--- config.mk ---
export PLATFORM = sky130hd
export DESIGN_NAME = joystick_axis_calibrate_scale_top
export DESIGN_NICKNAME = d
export VERILOG_FILES = /design/src/sv/jacs_pkg.sv /design/src/sv/jacs_ctrl.sv /design/src/sv/jacs_dp.sv /design/src/sv/joystick_axis_calibrate_scale_top.sv
export VERILOG_INCLUDE_DIRS = /design/src /design/src/sv
export SDC_FILE = /design/constraint.sdc
export NUM_CORES = 1
export LEC_CHECK = 0
export CORE_MARGIN = 8
export CORE_UTILIZATION = 45
export CTS_CLUSTER_DIAMETER = 150
export DETAILED_ROUTE_END_ITERATION = 6
export DONT_BUFFER_PORTS = 1
export PLACE_DENSITY = 0.72
export RECOVER_POWER = 25
export SLEW_MARGIN = 20
export SYNTH_ARGS = -nofsm -noshare
export SYNTH_HDL_FRONTEND = slang
export SYNTH_HIERARCHICAL = 1
export SYNTH_SLANG_ARGS = --single-unit
export TNS_END_PERCENT = 1
--- constraint.sdc ---
create_clock -name clk -period 6.3 [get_ports clk]
set_input_delay 0 -clock clk [delete_from_list [all_inputs] [get_ports clk]]
set_output_delay 0 -clock clk [all_outputs]
set_load 0.03 [all_outputs]
--- src/sv/joystick_axis_calibrate_scale_top_assert.svh ---
// Assertion macros for the joystick axis calibrate and scale block.
`ifndef JOYSTICK_AXIS_CALIBRATE_SCALE_TOP_ASSERT_SVH
`define JOYSTICK_AXIS_CALIBRATE_SCALE_TOP_ASSERT_SVH
`ifndef SYNTHESIS
// antecedent holds -> consequent holds in the same cycle
`define JACS_ASSERT_SAME(label, clk, rst, ante, cons) \
  label: assert property (@(posedge clk) disable iff (rst) (ante) |-> (cons)) \
    else $error("assertion failed");
// antecedent holds -> consequent holds in the next cycle
`define JACS_ASSERT_NEXT(label, clk, rst, ante, cons) \
  label: assert property (@(posedge clk) disable iff (rst) (ante) |=> (cons)) \
    else $error("assertion failed");
`else
`define JACS_ASSERT_SAME(label, clk, rst, ante, cons)
`define JACS_ASSERT_NEXT(label, clk, rst, ante, cons)
`endif
`endif

--- src/sv/jacs_pkg.sv ---
package jacs_pkg;

  // default converter width
  localparam int SAMPLE_BITS_DEF = 10;
  // full-scale tilt and its quotient width
  localparam int TILT_FULL  = 127;
  localparam int QUOT_BITS  = 7;
  localparam int CNT_BITS   = $clog2(QUOT_BITS);
  localparam int TILT_BITS  = 8;

  typedef enum logic [1:0] {
    ST_IDLE,
    ST_PREP,
    ST_DIV,
    ST_DONE
  } state_t;

  // commands from controller to datapath
  typedef struct packed {
    logic load;
    logic prep;
    logic step;
    logic finish;
  } cmd_t;

endpackage

--- src/sv/jacs_ctrl.sv ---
module jacs_ctrl (
  input  logic            clk,
  input  logic            rst,
  input  logic            in_valid,
  input  logic            out_ready,
  output logic            in_ready,
  output logic            out_valid,
  output jacs_pkg::cmd_t  cmd
);
  import jacs_pkg::*;

  localparam logic [CNT_BITS-1:0] LAST_STEP = CNT_BITS'(QUOT_BITS - 1);

  state_t              state, state_next;
  logic [CNT_BITS-1:0] cnt;
  logic                out_full;

  // next state
  always_comb begin
    state_next = state;
    unique case (state)
      ST_IDLE: if (in_valid) state_next = ST_PREP;
      ST_PREP: state_next = ST_DIV;
      ST_DIV:  if (cnt == LAST_STEP) state_next = ST_DONE;
      ST_DONE: if (!out_full || out_ready) state_next = ST_IDLE;
      default: state_next = ST_IDLE;
    endcase
  end

  // outputs
  always_comb begin
    in_ready   = 1'b0;
    cmd        = '0;
    unique case (state)
      ST_IDLE: begin
        in_ready = 1'b1;
        cmd.load = in_valid;
      end
      ST_PREP: cmd.prep = 1'b1;
      ST_DIV:  cmd.step = 1'b1;
      ST_DONE: cmd.finish = !out_full || out_ready;
      default: cmd = '0;
    endcase
  end

  always_ff @(posedge clk) begin
    if (rst) begin
      state <= ST_IDLE;
    end else begin
      state <= state_next;
    end
  end

  // divide step counter
  always_ff @(posedge clk) begin
    if (rst) begin
      cnt <= '0;
    end else if (cmd.prep) begin
      cnt <= '0;
    end else if (cmd.step) begin
      cnt <= cnt + 1'b1;
    end
  end

  // output register occupancy
  always_ff @(posedge clk) begin
    if (rst) begin
      out_full <= 1'b0;
    end else if (cmd.finish) begin
      out_full <= 1'b1;
    end else if (out_ready) begin
      out_full <= 1'b0;
    end
  end

  assign out_valid = out_full;

endmodule

--- src/sv/jacs_dp.sv ---
module jacs_dp #(
  parameter int SAMPLE_BITS = jacs_pkg::SAMPLE_BITS_DEF
) (
  input  logic                                 clk,
  input  logic                                 rst,
  input  jacs_pkg::cmd_t                       cmd,
  input  logic [SAMPLE_BITS-1:0]               sample,
  input  logic                                 calibrate,
  output logic signed [jacs_pkg::TILT_BITS-1:0] tilt,
  output logic [SAMPLE_BITS-1:0]               lowest_seen,
  output logic [SAMPLE_BITS-1:0]               highest_seen,
  output logic [SAMPLE_BITS-1:0]               centre_now
);
  import jacs_pkg::*;

  localparam int NW = SAMPLE_BITS + QUOT_BITS;

  logic [SAMPLE_BITS-1:0] run_min, run_max, centre, s_reg;
  logic [SAMPLE_BITS-1:0] num, den;
  logic                   above, below;
  logic [NW-1:0]          rem, dsh;
  logic [QUOT_BITS-1:0]   quot;
  logic                   neg, zero;
  logic [TILT_BITS-1:0]   mag;

  // running extremes and centre, updated as the beat is taken
  always_ff @(posedge clk) begin
    if (rst) begin
      run_min <= '1;
      run_max <= '0;
      centre  <= '1;
    end else if (cmd.load) begin
      if (sample > run_max) run_max <= sample;
      if (sample < run_min) run_min <= sample;
      if (calibrate) centre <= sample;
    end
  end

  always_ff @(posedge clk) begin
    if (cmd.load) s_reg <= sample;
  end

  // deflection and span on the side of centre the sample falls
  always_comb begin
    above = s_reg > centre;
    below = s_reg < centre;
    if (above) begin
      num = s_reg - centre;
      den = run_max - centre;
    end else begin
      num = centre - s_reg;
      den = centre - run_min;
    end
  end

  // restoring divider: 127*num / den, one quotient bit per step
  always_ff @(posedge clk) begin
    if (cmd.prep) begin
      rem  <= {num, {QUOT_BITS{1'b0}}} - NW'(num);
      dsh  <= NW'(den) << (QUOT_BITS - 1);
      quot <= '0;
      neg  <= below;
      zero <= (!above && !below) || (den == '0);
    end else if (cmd.step) begin
      if (rem >= dsh) begin
        rem  <= rem - dsh;
        quot <= {quot[QUOT_BITS-2:0], 1'b1};
      end else begin
        quot <= {quot[QUOT_BITS-2:0], 1'b0};
      end
      dsh <= dsh >> 1;
    end
  end

  // quotient is at most 127 by construction of the 7-bit divider
  assign mag = zero ? '0 : TILT_BITS'(quot);

  // result register
  always_ff @(posedge clk) begin
    if (cmd.finish) begin
      tilt         <= neg ? -$signed(mag) : $signed(mag);
      lowest_seen  <= run_min;
      highest_seen <= run_max;
      centre_now   <= centre;
    end
  end

endmodule

--- src/sv/joystick_axis_calibrate_scale_top.sv ---
// Joystick axis calibration and scaling.
// Input channel (in_valid/in_ready): one beat carries a converter sample and
// a calibrate flag. The block tracks the running minimum and maximum of all
// samples; a beat with calibrate set also becomes the new centre.
// Output channel (out_valid/out_ready): one beat per input beat, carrying the
// signed tilt (-127..127, scaled against the span on that side of centre)
// and the minimum, maximum and centre after that sample.
// Sequence from input accept to out_valid: extremes and centre update at the
// accept edge, then a set-up state, seven restoring divide steps and a result
// write. The shared divider produces one quotient bit per cycle and handles
// one beat at a time, so a new beat is taken only once the previous one has
// finished and the controller is back in idle.
// Reset (rst, synchronous): minimum and centre go to all ones, maximum to 0,
// output register empties.
// Stall: a finished result sits in the output register while out_ready is
// low; the next beat is accepted and computed meanwhile, and waits in the
// divider until the output register frees.
module joystick_axis_calibrate_scale_top #(
  parameter int SAMPLE_BITS = jacs_pkg::SAMPLE_BITS_DEF
) (
  input  logic                                 clk,
  input  logic                                 rst,
  input  logic                                 in_valid,
  output logic                                 in_ready,
  input  logic [SAMPLE_BITS-1:0]               sample,
  input  logic                                 calibrate,
  output logic                                 out_valid,
  input  logic                                 out_ready,
  output logic signed [jacs_pkg::TILT_BITS-1:0] tilt,
  output logic [SAMPLE_BITS-1:0]               lowest_seen,
  output logic [SAMPLE_BITS-1:0]               highest_seen,
  output logic [SAMPLE_BITS-1:0]               centre_now
);
  import jacs_pkg::*;

  cmd_t cmd;

  jacs_ctrl u_ctrl (
    .clk       (clk),
    .rst       (rst),
    .in_valid  (in_valid),
    .out_ready (out_ready),
    .in_ready  (in_ready),
    .out_valid (out_valid),
    .cmd       (cmd)
  );

  jacs_dp #(
    .SAMPLE_BITS (SAMPLE_BITS)
  ) u_dp (
    .clk          (clk),
    .rst          (rst),
    .cmd          (cmd),
    .sample       (sample),
    .calibrate    (calibrate),
    .tilt         (tilt),
    .lowest_seen  (lowest_seen),
    .highest_seen (highest_seen),
    .centre_now   (centre_now)
  );

`include "joystick_axis_calibrate_scale_top_assert.svh"

  // extremes are ordered once any sample has been seen
  `JACS_ASSERT_SAME(a_min_le_max, clk, rst, out_valid, lowest_seen <= highest_seen)
  // tilt never reaches the most negative code
  `JACS_ASSERT_SAME(a_tilt_range, clk, rst, out_valid, tilt != 8'sh80)
  // one beat in flight: no accept in the cycle after an accept
  `JACS_ASSERT_NEXT(a_one_in_flight, clk, rst, in_valid && in_ready, !in_ready)

endmodule
# Word-level counts from Yosys, hierarchy flattened
# Index checks and enable logic that the tools add are counted.
# word_totals
romBits	0
inputBits	15
reg_bits	126
ram_bits	0
memories	0
latch_bits	0
# op_classes
n_lt_le_gt_ge	5
eq_ne	7
muxes	21
n_shift	0
div	0
bitwise_logic	0
n_reduce_logical	17
multipliers	0
addsub	8
# ops
operator	count
17-bit 2-to-1 mux	3
10-bit subtractor	4
16-bit 2-to-1 mux	2
10-bit greater-than comparator	2
10-bit < comparator	2
10-bit 2-to-1 mux	2
17-bit by 16-bit >= comparator with 1-bit output	1
17-bit by 10-bit subtractor with 17-bit output	1
17-bit by 16-bit subtractor with 17-bit output	1
10-bit logical NOT	1
1-bit 2-to-1 mux	8
8-bit 2-to-1 mux	1
8-bit negation	1
2-bit case mux with 4 select lines	1
2-bit AND reduction	4
7-bit 2-to-1 mux	1
2-bit 2-to-1 mux	3
2-bit nonzero test	3
2-bit == test, second input constant	2
2-bit by 1-bit inequality test with 1-bit output, second input constant	2
3-bit by 1-bit adder with 3-bit output, second input constant	1
3-bit == test, second input constant	1
1-bit logical NOT	3
3-bit AND reduction	1
other kinds (6)	7

# Longest topological paths before layout
# Gate-level depths: netlist of the first run.
# depth
word_depth	4
ltp_mapped	20
ltp_nobuf	18

# Cells and area by module
# The synthesis of the first run kept the hierarchy.
# modules_own_cells
module	seq_area_each_um2	area_each_um2	cells_per_inst	n_inst
jacs_dp	3173.0	7902.6	817	1
jacs_ctrl	120.1	350.3	37	1

# Worst setup path after synthesis of the first run
# OpenSTA, ideal clock, no wires.
# synth_path
path_type	reg2reg
startpoint	reg u_dp.centre[1]
endpoint	reg u_dp.rem[12], data pin
path_stages_with_launch	17
setup_ns	0.255
t_required_ns	6.045
t_arrival_ns	4.182
slack_ns	1.863
path_cell_list	dfxtp_1 -> inv_1 -> fa_1 -> a21o_1 -> a221o_1 -> buf_6 -> o211ai_4 -> mux2_2 -> a21oi_1 -> o211ai_1 -> xnor2_1 -> ha_1 -> and2_1 -> a221oi_4 -> o211ai_2 -> nand3b_1 -> a31o_1
# synth_via
elab_chain_len	4
# synth_lines
item	line_no	text
start, declared	jacs_dp.sv:18	logic [SAMPLE_BITS-1:0] run_min, run_max, centre, s_reg;
start signal, assigned	jacs_dp.sv:35	if (calibrate) centre <= sample;
10-bit subtractor, or another cell as far along	jacs_dp.sv:51	num = centre - s_reg;
10-bit 2-to-1 mux (*)	jacs_dp.sv:47	if (above) begin
17-bit by 10-bit subtractor with 17-bit output (*)	jacs_dp.sv:59	rem <= {num, {QUOT_BITS{1'b0}}} - NW'(num);
17-bit 2-to-1 mux (*)	jacs_dp.sv:58	if (cmd.prep) begin
end signal, assigned	jacs_dp.sv:59	
end signal, assigned	jacs_dp.sv:66	rem <= rem - dsh;
end, declared	jacs_dp.sv:21	logic [NW-1:0] rem, dsh;
# Every way passes the cells marked *; elsewhere a longest branch is shown, timed or not.
# A chain may end at the register's enable or synchronous reset.

# Final worst setup path of the first run
# Ends and elaborated chain as after synthesis.

==> impl_metrics.py, run 1 <==
metrics = {
    "logic_synthesis": {
        "yosysTopAreaCellShare_pct": 28.0,
        "yosys.area.top_type": "edfxtp_1",
        "synth_edf_count": 77,
        "yosysWarnings": 6,
        "synth_area_um2": 8250,
        "synthFlopType": "edfxtp_1",
        "synth_nets": 955,
        "syn_inst": 854,
        "seq_area_frac_synth_pct": 39.9,
        "synth_area_leaders": "edfxtp_1 (28%), ha_1 (12%), dfxtp_1 (12%), inv_1 (3.8%), mux2i_1 (3.4%)",
        "async_reset_ff_share_pct": 0,
        "synth_cell_types": 74,
        "avgSynthCellArea_um2": 9.66,
        "synth_seq_cells": 126,
    },
    "grt": {
        "track_usage_pct": 18.4,
        "grt_overflow_total": 0,
        "grt_pass1_wl_um": 32400,
        "grt_start_max_net_pins": 70,
        "first_global_vias": 6063,
        "grt_antenna_before_repair": 1,
    },
    "route": {
        "first_pass_iters": 5,
        "drtIter0Drc": 381,
        "via_per_inst": 5.71,
        "routedWlPerCell_um": 18.5,
        "vias": 6306,
        "drcViolationCount": 0,
        "wl_um": 20400,
        "final_antenna_net_count": 0,
    },
    "clock_tree": {
        "cts-root-buf": "clkbuf_16",
        "clock_sinks": 126,
        "cts_buffer_depth": 2,
        "post_cts_buffers": 0,
        "clk_pin_slew_ns": 0.06,
        "cts_tree": "done",
        "numCtsBuffers": 17,
        "cts_max_level": 4,
        "clk_latency_ns": 0.42,
    },
    "floorplanning": {
        "die-area_um2": 22900,
        "core_um2": 18000,
        "rows": 49,
        "fp.dieW_um": 151,
        "ioPinCount": 55,
        "die_h_um": 151,
        "start_util_pct": 45.9,
    },
    "placed_design": {
        "portBuffers": 0,
        "dp_hpwl_um": 14400,
        "post_dp_cell_area_um2": 8420,
        "gp_congestion": 0.876,
        "place_inst": 1054,
    },
    "worst_setup_path": {
        "crit_type": "flop to flop",
        "cp-end-kind": "flop",
        "required_ns": 6.48,
        "cp.arrival_ns": 5.15,
        "start_kind": "flop",
        "crit_fanout": 11,
    },
    "cells_and_area": {
        "final_util_pct": 51.1,
        "layout_common_cells": "inv_1 (84), ha_1 (80), edfxtp_1 (77)",
        "largest_reg_flops": 17,
        "largest-register": "u_dp/rem",
        "syn_to_final_growth_pct": 11.2,
        "layout_commonest_cell": "inv_1",
        "nNetsFinal": 961,
        "finalNonFillerCells": 1104,
        "fin_area_um2": 9180,
        "drive_gt1_share_pct": 7.10,
        "fillers": 1633,
        "largestRegisters": "u_dp/rem: 17 flops, u_dp/dsh: 16 flops",
    },
    "power": {
        "cellPowerDensity_nw_per_um2": 554,
        "ir_worst_vdd_v": 0.000321,
        "leakage_nw": 3.75,
    },
    "timing": {
        "min_period_over_period_pct": 78.9,
        "max_slew_margin_pct": 35.6,
        "worst_pin_slew_ns": 0.965,
        "setup_violations": 0,
        "finalHoldViolations": 0,
        "slew_violations": 0,
        "fmax_mhz": 201,
        "rsz0062_at_grt": "no",
        "setup_tns_ns": 0,
        "finClkSkew_ns": 0.00855,
        "fin_crit_ns": 4.97,
    },
    "outcome": {
        "status": "completed",
    },
    "worst_hold_path": {
        "worstHoldPathType": "input pin to flop",
    },
    "job": {
        "cap_violations": 0,
    },
}
## area by class of cell
type | instances | area [um2] | share of cell area, %
well taps | 229 | 287 | 3.12
repair buffers | 21 | 198 | 2.15
clock buffers | 20 | 489 | 5.33
multi-input cells | 610 | 4490 | 48.9
diodes | 2 | 5.00 | 0.0545
inverters | 84 | 315 | 3.43
clock inverters | 12 | 105 | 1.14
flip-flops and latches | 126 | 3290 | 35.9
## power breakdown
group | switching [W] | internal [W] | total [W] | leakage, nW
sequential | 0.000183 | 0.00122 | 0.00140 | 1.11
clock | 0.000375 | 0.000599 | 0.000974 | 0.293
combinational | 0.00163 | 0.00108 | 0.00271 | 2.35
## repair_timing
action	4_1_cts	5_1_grt
hold buffers	16	0
resized for setup	0	0
hold endpoints to repair	46	0
## final timing paths
path	startpoint	to	slack, ns	cells past startpoint
worst min-delay path	rst	u_dp/centre[2]	0.05	2
worst max-delay path	u_dp/centre[1]	u_dp/rem[12]	1.33	16
worst max register to register	u_dp/centre[1]	u_dp/rem[12]	1.33	16
worst min register to register	u_dp/run_min[1]	u_dp/lowest_seen[1]	0.43	0
## critical path, cell delays in order, from the launching register on
cell and delay, ns:
dfxtp_1 0.50, inv_1 0.19, fa_1 0.49, a21o_1 0.20, a221o_1 0.44, o211ai_4 0.38, mux2_2 0.40, a21oi_1 0.22
o211ai_1 0.15, xnor2_1 0.26, ha_1 0.33, nand2_1 0.08, inv_1 0.07, a221oi_4 0.41, o211ai_2 0.16, nand3b_1 0.19
a31o_1 0.24
## metrics by stage
step / hold WS (ns) / power, W / setup WS, ns
after floorplan: 0.0724 / 0.00347 / 1.86
after global placement: 0.0735 / 0.00399 / 1.47
after detailed placement: 0.0764 / 0.00404 / 1.34
after CTS: 0.0401 / 0.00507 / 1.34
after global routing: 0.0714 / 0.00545 / 0.892
final: 0.0548 / 0.00508 / 1.33
## kinds of logic after synthesis
group | share of synthesized area [%]
buffers and inverters | 5.75
and+or+nand+nor | 14.4
muxes | 4.11
DFF | 39.9
xor gates and xnor gates | 4.76
adders and majority gates | 13.5
AOI/OAI and AO/OA | 17.6
## synth_stat cells, types with 4 or more instances
cell / number
a211oi_1: 7
a21o_1: 15
a21oi_1: 51
a31oi_1: 6
and2_1: 4
buf_1: 6
buf_2: 4
clkbuf_1: 20
dfxtp_1: 49
edfxtp_1: 77
fa_1: 5
ha_1: 81
inv_1: 84
mux2_2: 4
mux2i_1: 28
nand2_1: 52
nand2b_1: 14
nand3_1: 39
nand3b_1: 6
nand4_1: 6
nor2_1: 50
nor2b_1: 17
nor3_1: 22
o211ai_1: 24
o21a_1: 11
o21ai_0: 35
o21bai_1: 4
o31ai_1: 15
or2_2: 7
or3_1: 4
xnor2_1: 30
xor2_1: 13
## routing by layer
layer  global-route usage (%)  vias up  part of all wire (%)
met4                     7.17        0                   1.8
li1                         -     3106                     -
met5                        0        -                     0
met1                     23.2     2993                    45
met3                     4.66       28                   6.1
met2                     29.5      179                    47
Power figures use the tool's default switching activity.
==> run 2, diff against run 1 <==
Clock period 6.3 ns to 5.2 ns, I/O delays scaled along.
==> run 2 against run 1 <==
  * Flip-flop and latch count did not move
  * Via count up 2.2%
  * Die area unchanged
  * Critical path depth shrank 1
  * Clock-buffer cell count rose by 6
  * Sequential share of layout area down 0.20 points
==> impl_metrics.py, run 2 (synthesis results as in run 1) <==
metrics = {
    "outcome": {
        "status": "completed",
    },
    "worst_setup_path": {
        "cp-end-kind": "flop",
        "worst-path-stages": 15,
        "crit_slowest_cell": "dfxtp_1",
        "endpoint": "u_dp/rem[12]",
        "cp_cell_sequence": "inv_1 -> fa_1 -> a21o_1 -> a221o_1 -> o211ai_4 -> mux2_2 -> a21oi_1 -> o211ai_1 -> xnor2_1 -> ha_1 -> and2_1 -> a221oi_4 -> o211ai_2 -> nand3b_1 -> a31o_1",
        "required_ns": 5.38,
        "crit_fanout": 9,
        "cp_slowest_stage_delay_ns": 0.50,
        "r2r-start": "u_dp/centre[1]",
        "crit_family": "compound AO/OA/AOI/OAI gates",
        "ff2ff_path_depth": 15,
        "crit_type": "flop to flop",
        "cp-startpoint": "u_dp/centre[1]",
        "cp.arrival_ns": 5.02,
        "start_kind": "flop",
        "r2r-end": "u_dp/rem[12]",
        "reg2reg_setup_slack_ns": 0.36,
        "crit_buf_inv": 1,
    },
    "placed_design": {
        "gp_congestion": 0.867,
        "pre_cts_ws_ns": 0.262,
        "dp_hpwl_um": 14700,
        "portBuffers": 0,
    },
    "route": {
        "final_antenna_net_count": 0,
        "via_per_inst": 5.82,
        "drcViolationCount": 0,
        "vias": 6444,
        "routedWlPerCell_um": 18.6,
        "first_pass_iters": 6,
        "drtIter0Drc": 468,
        "wl_um": 20500,
    },
    "grt": {
        "grt_overflow_total": 0,
        "grt_pass1_wl_um": 33400,
        "track_usage_pct": 18.9,
        "grt_start_max_net_pins": 39,
        "first_global_vias": 6304,
        "grt_antenna_before_repair": 1,
    },
    "power": {
        "ir_worst_vdd_v": 0.000383,
        "leakage_nw": 3.78,
        "cellPowerDensity_nw_per_um2": 673,
    },
    "floorplanning": {
        "start_util_pct": 45.9,
        "die_h_um": 151,
        "ioPinCount": 55,
        "fp.dieW_um": 151,
        "die-area_um2": 22900,
        "core_um2": 18000,
        "rows": 49,
    },
    "timing": {
        "worst_pin_slew_ns": 0.952,
        "max_slew_margin_pct": 36.5,
        "rsz0062_at_grt": "no",
        "setup_ws_ns": 0.356,
        "setup_tns_ns": 0,
        "fmax_mhz": 206,
        "finClkSkew_ns": 0.0109,
        "slew_violations": 0,
        "setup_violations": 0,
        "fin_crit_ns": 4.84,
        "finalHoldViolations": 0,
        "min_period_over_period_pct": 93.2,
    },
    "clock_tree": {
        "clk_pin_slew_ns": 0.06,
        "numCtsBuffers": 17,
        "cts_buffer_depth": 2,
        "clock_sinks": 126,
        "cts_max_level": 4,
        "clk_latency_ns": 0.43,
        "cts-root-buf": "clkbuf_16",
        "cts_resized": 0,
        "cts_tree": "done",
    },
    "cells_and_area": {
        "largest_reg_flops": 17,
        "drive_gt1_share_pct": 7.40,
        "largestRegisters": "u_dp/rem: 17 flops, u_dp/dsh: 16 flops",
        "layout_commonest_cell": "inv_1",
        "num_antenna_cells": 0,
        "layout_common_cells": "inv_1 (84), ha_1 (80), edfxtp_1 (77)",
        "largest-register": "u_dp/rem",
        "syn_to_final_growth_pct": 11.9,
        "fillers": 1604,
        "nNetsFinal": 966,
    },
    "job": {
        "cap_violations": 0,
    },
    "worst_hold_path": {
        "worstHoldPathType": "input pin to flop",
    },
}
run 2: how the worst min path moves through the flow:
stage,startpoint,end,slack (ns),cells after the start
2_1_floorplan,rst,u_ctrl/out_valid,0.07,1
3_3_place_gp,rst,u_dp/run_max[3],0.07,1
3_5_place_dp,rst,u_dp/run_max[4],0.08,1
4_1_cts,rst,u_dp/centre[6],0.03,2
5_1_grt,rst,u_dp/centre[7],0.06,2
6_report,rst,u_dp/centre[3],0.05,2
run 2: per-stage QoR:
stage	instance area, um2	util (%)	hold WS (ns)	instances	power (W)
2_1_floorplan	8250	-	0.0724	854	0.00420
3_3_place_gp	8450	47.0	0.0736	1058	0.00487
3_5_place_dp	8450	47.0	0.0758	1058	0.00492
4_1_cts	9220	51.3	0.0348	1106	0.00619
5_1_grt	9230	51.4	0.0648	1107	0.00669
6_report	9230	51.4	0.0470	1107	0.00621
run 2: power by group:
group	switching (W)	internal, W	leakage (nW)
combinational	0.00199	0.00133	2.37
clock	0.000439	0.000762	0.304
sequential	0.000225	0.00147	1.11
total	0.00265	0.00356	3.78
run 2: metal layers:
metal  global-route usage [%]  part of all wire (%)  up-vias
met2                     30.8                    47      245
met5                        0                 0.063        -
li1                         -                     -     3122
met3                     4.84                   7.6       36
met4                     6.23                   1.9        2
met1                     23.8                    44     3039
run 2: repair_timing:
item                                    CTS  global route
setup buffers                             0             1
hold endpoints to repair                 46             0
hold buffers                             16             0
endpoints found under the setup margin    0             3
run 2: layout make-up:
class | instances | area (um2) | share of cell area (%)
tap | 229 | 287 | 3.10
clock buffer | 26 | 574 | 6.22
timing repair buffer | 26 | 235 | 2.55
inverter | 84 | 315 | 3.42
multi-input combinational | 610 | 4490 | 48.6
sequential | 126 | 3290 | 35.7
clock inverter | 6 | 38.8 | 0.420
==> run 3, diff against run 2 <==
Settings changed: SETUP_SLACK_MARGIN set to 0.3, SYNTH_HIERARCHICAL 1 to not set.
==> run 3 against run 2 <==
  * Via count shrank 2.3%
  * Global-route usage shrank 0.31 points
  * Register-to-register slack gained 0.16 ns
  * Flip-flop and latch count is the same
  * Final area grew 0.22%
  * Clock-buffer cell count shrank 7
  * Sequential share of layout area shrank 0.077 points
  * Synthesized cell count shrank 2.0%
  * Core utilization grew 0.29 points
  * Critical path type unchanged
  * Largest cell class unchanged
  * Largest power group unchanged
==> impl_metrics.py, run 3 <==
metrics = {
    "timing": {
        "worst_pin_slew_ns": 0.818,
        "fin_crit_ns": 4.69,
        "slew_violations": 0,
        "finClkSkew_ns": 0.00851,
        "max_slew_margin_pct": 45.5,
        "min_period_over_period_pct": 90.1,
        "setup_ws_ns": 0.514,
        "fmax_mhz": 213,
        "rsz0062_at_grt": "yes",
        "setup_violations": 0,
        "finalHoldViolations": 0,
        "setup_tns_ns": 0,
    },
    "worst_setup_path": {
        "start_kind": "flop",
        "required_ns": 5.34,
        "crit_type": "flop to flop",
        "cp.arrival_ns": 4.83,
        "crit_fanout": 6,
        "cp-end-kind": "flop",
    },
    "grt": {
        "track_usage_pct": 18.5,
        "grt_antenna_before_repair": 0,
        "grt_start_max_net_pins": 45,
        "first_global_vias": 6069,
        "grt_pass1_wl_um": 32700,
        "grt_overflow_total": 0,
    },
    "clock_tree": {
        "cts_tree": "done",
        "clk_latency_ns": 0.43,
        "clock_sinks": 126,
        "cts-root-buf": "clkbuf_16",
        "cts_buffer_depth": 2,
        "numCtsBuffers": 17,
        "clk_pin_slew_ns": 0.06,
        "cts_max_level": 4,
    },
    "cells_and_area": {
        "drive_gt1_share_pct": 8.09,
        "syn_to_final_growth_pct": 12.9,
        "largest_reg_flops": 17,
        "nNetsFinal": 953,
        "num_antenna_cells": 0,
        "layout_commonest_cell": "inv_1",
        "layout_common_cells": "inv_1 (85), ha_1 (81), edfxtp_1 (77)",
        "fillers": 1607,
        "largest-register": "u_dp.rem",
        "ff_latch_area_um2": 3290,
        "multiInputGateArea_um2": 4460,
        "largestRegisters": "u_dp.rem: 17 flops, u_dp.dsh: 16 flops",
    },
    "floorplanning": {
        "rows": 49,
        "ioPinCount": 55,
        "die-area_um2": 22800,
        "core_um2": 17900,
        "start_util_pct": 45.8,
        "fp.dieW_um": 151,
        "die_h_um": 151,
    },
    "route": {
        "wl_um": 20600,
        "vias": 6299,
        "final_antenna_net_count": 0,
        "via_per_inst": 5.76,
        "first_pass_iters": 5,
        "drcViolationCount": 0,
        "drtIter0Drc": 420,
        "routedWlPerCell_um": 18.9,
    },
    "worst_hold_path": {
        "worstHoldPathType": "input pin to flop",
    },
    "logic_synthesis": {
        "synth_area_um2": 8200,
        "synth_commonest_cells": "inv_1 (85), ha_1 (81), edfxtp_1 (77)",
        "yosysTopAreaCellShare_pct": 28.2,
        "synth_edf_count": 77,
        "synthFlopType": "edfxtp_1",
        "seq_area_frac_synth_pct": 40.2,
        "synth_seq_cells": 126,
        "syn_inst": 837,
        "yosysMostFrequentCell": "inv_1",
        "avgSynthCellArea_um2": 9.79,
        "synth_cell_types": 73,
        "yosys.area.top_type": "edfxtp_1",
        "synth_area_leaders": "edfxtp_1 (28%), ha_1 (12%), dfxtp_1 (12%), mux2i_1 (4.0%), inv_1 (3.9%)",
        "synth_nets": 938,
        "yosysWarnings": 0,
        "async_reset_ff_share_pct": 0,
    },
    "power": {
        "power_w": 0.00630,
        "cellPowerDensity_nw_per_um2": 681,
        "leakage_nw": 3.88,
        "ir_worst_vdd_v": 0.000378,
    },
    "placed_design": {
        "portBuffers": 0,
        "pre_cts_ws_ns": 0.479,
        "gp_congestion": 0.911,
        "dp_hpwl_um": 14800,
    },
    "job": {
        "cap_violations": 0,
    },
    "outcome": {
        "status": "completed",
    },
}
[run 3: worst paths after layout]
kind / startpoint / end / slack (ns) / depth (start not counted)
setup / recovery: u_dp.centre[1] / u_dp.rem[16] / 0.51 / 17
hold / removal: rst / u_dp.centre[9] / 0.11 / 2
setup reg to reg: u_dp.centre[1] / u_dp.rem[16] / 0.51 / 17
hold reg to reg: u_dp.run_min[2] / u_dp.lowest_seen[2] / 0.43 / 0
[run 3: timing repair]
action	in CTS	in global routing
hold endpoints to repair	46	0
setup endpoints to repair	0	7
hold buffers	14	0
setup buffers	0	6
gates resized for setup	0	8
[run 3: cell families (layout without fill, tap and decap cells)]
logic type	Yosys count	after routing	synth area share (%)
AOI/OAI and AO/OA	214	214	18.5
xor gates and xnor gates	45	45	4.99
adders and majority gates	86	86	13.6
buffers and inverters	118	146	5.86
DFF	126	126	40.2
muxes	36	36	4.44
and+or+nand+nor	212	212	12.4
[run 3: cell type report]
type                            instances  area share, %
Clock buffer                           19           5.02
Clock inverter                         13           1.72
Inverter                               86           3.49
Multi-Input combinational cell        593           48.2
Sequential cell                       126           35.6
Tap cell                              229           3.10
Timing Repair Buffer                   28           2.92
[run 3: layer usage]
metal  wire, um  share of wire [%]  global-route usage (%)
met1       8900                 43                    22.8
met2       9910                 48                    30.8
met3       1430                6.9                    4.90
met4        399                1.9                    6.73
met5          0                  0                       0
[run 3: per-stage QoR]
step	std cells	utilization (%)	instance area, um2	hold slack (ns)
2_1_floorplan	837	-	8200	0.0989
3_3_place_gp	1041	46.8	8390	0.0743
3_5_place_dp	1041	46.8	8390	0.0763
4_1_cts	1087	51.1	9150	0.0821
5_1_grt	1094	51.7	9250	0.135
6_report	1094	51.7	9250	0.109
[run 3: critical path: stages (launching register included)]
cell and delay, ns:
dfxtp_1 0.47, inv_1 0.20, fa_2 0.42, a21o_1 0.24, a221o_1 0.36, o211ai_2 0.28, mux2i_1 0.31, o211ai_1 0.12
a31oi_1 0.22, xor2_1 0.26, ha_1 0.33, and3_1 0.22, nand2_1 0.07, mux2i_1 0.08, a311oi_2 0.31, o211a_1 0.28
a31o_1 0.16, a31oi_1 0.07
[run 3: report_power, final]
group	internal, W	switching (W)
Sequential	0.00148	0.000218
Clock	0.000795	0.000460
Combinational	0.00133	0.00202
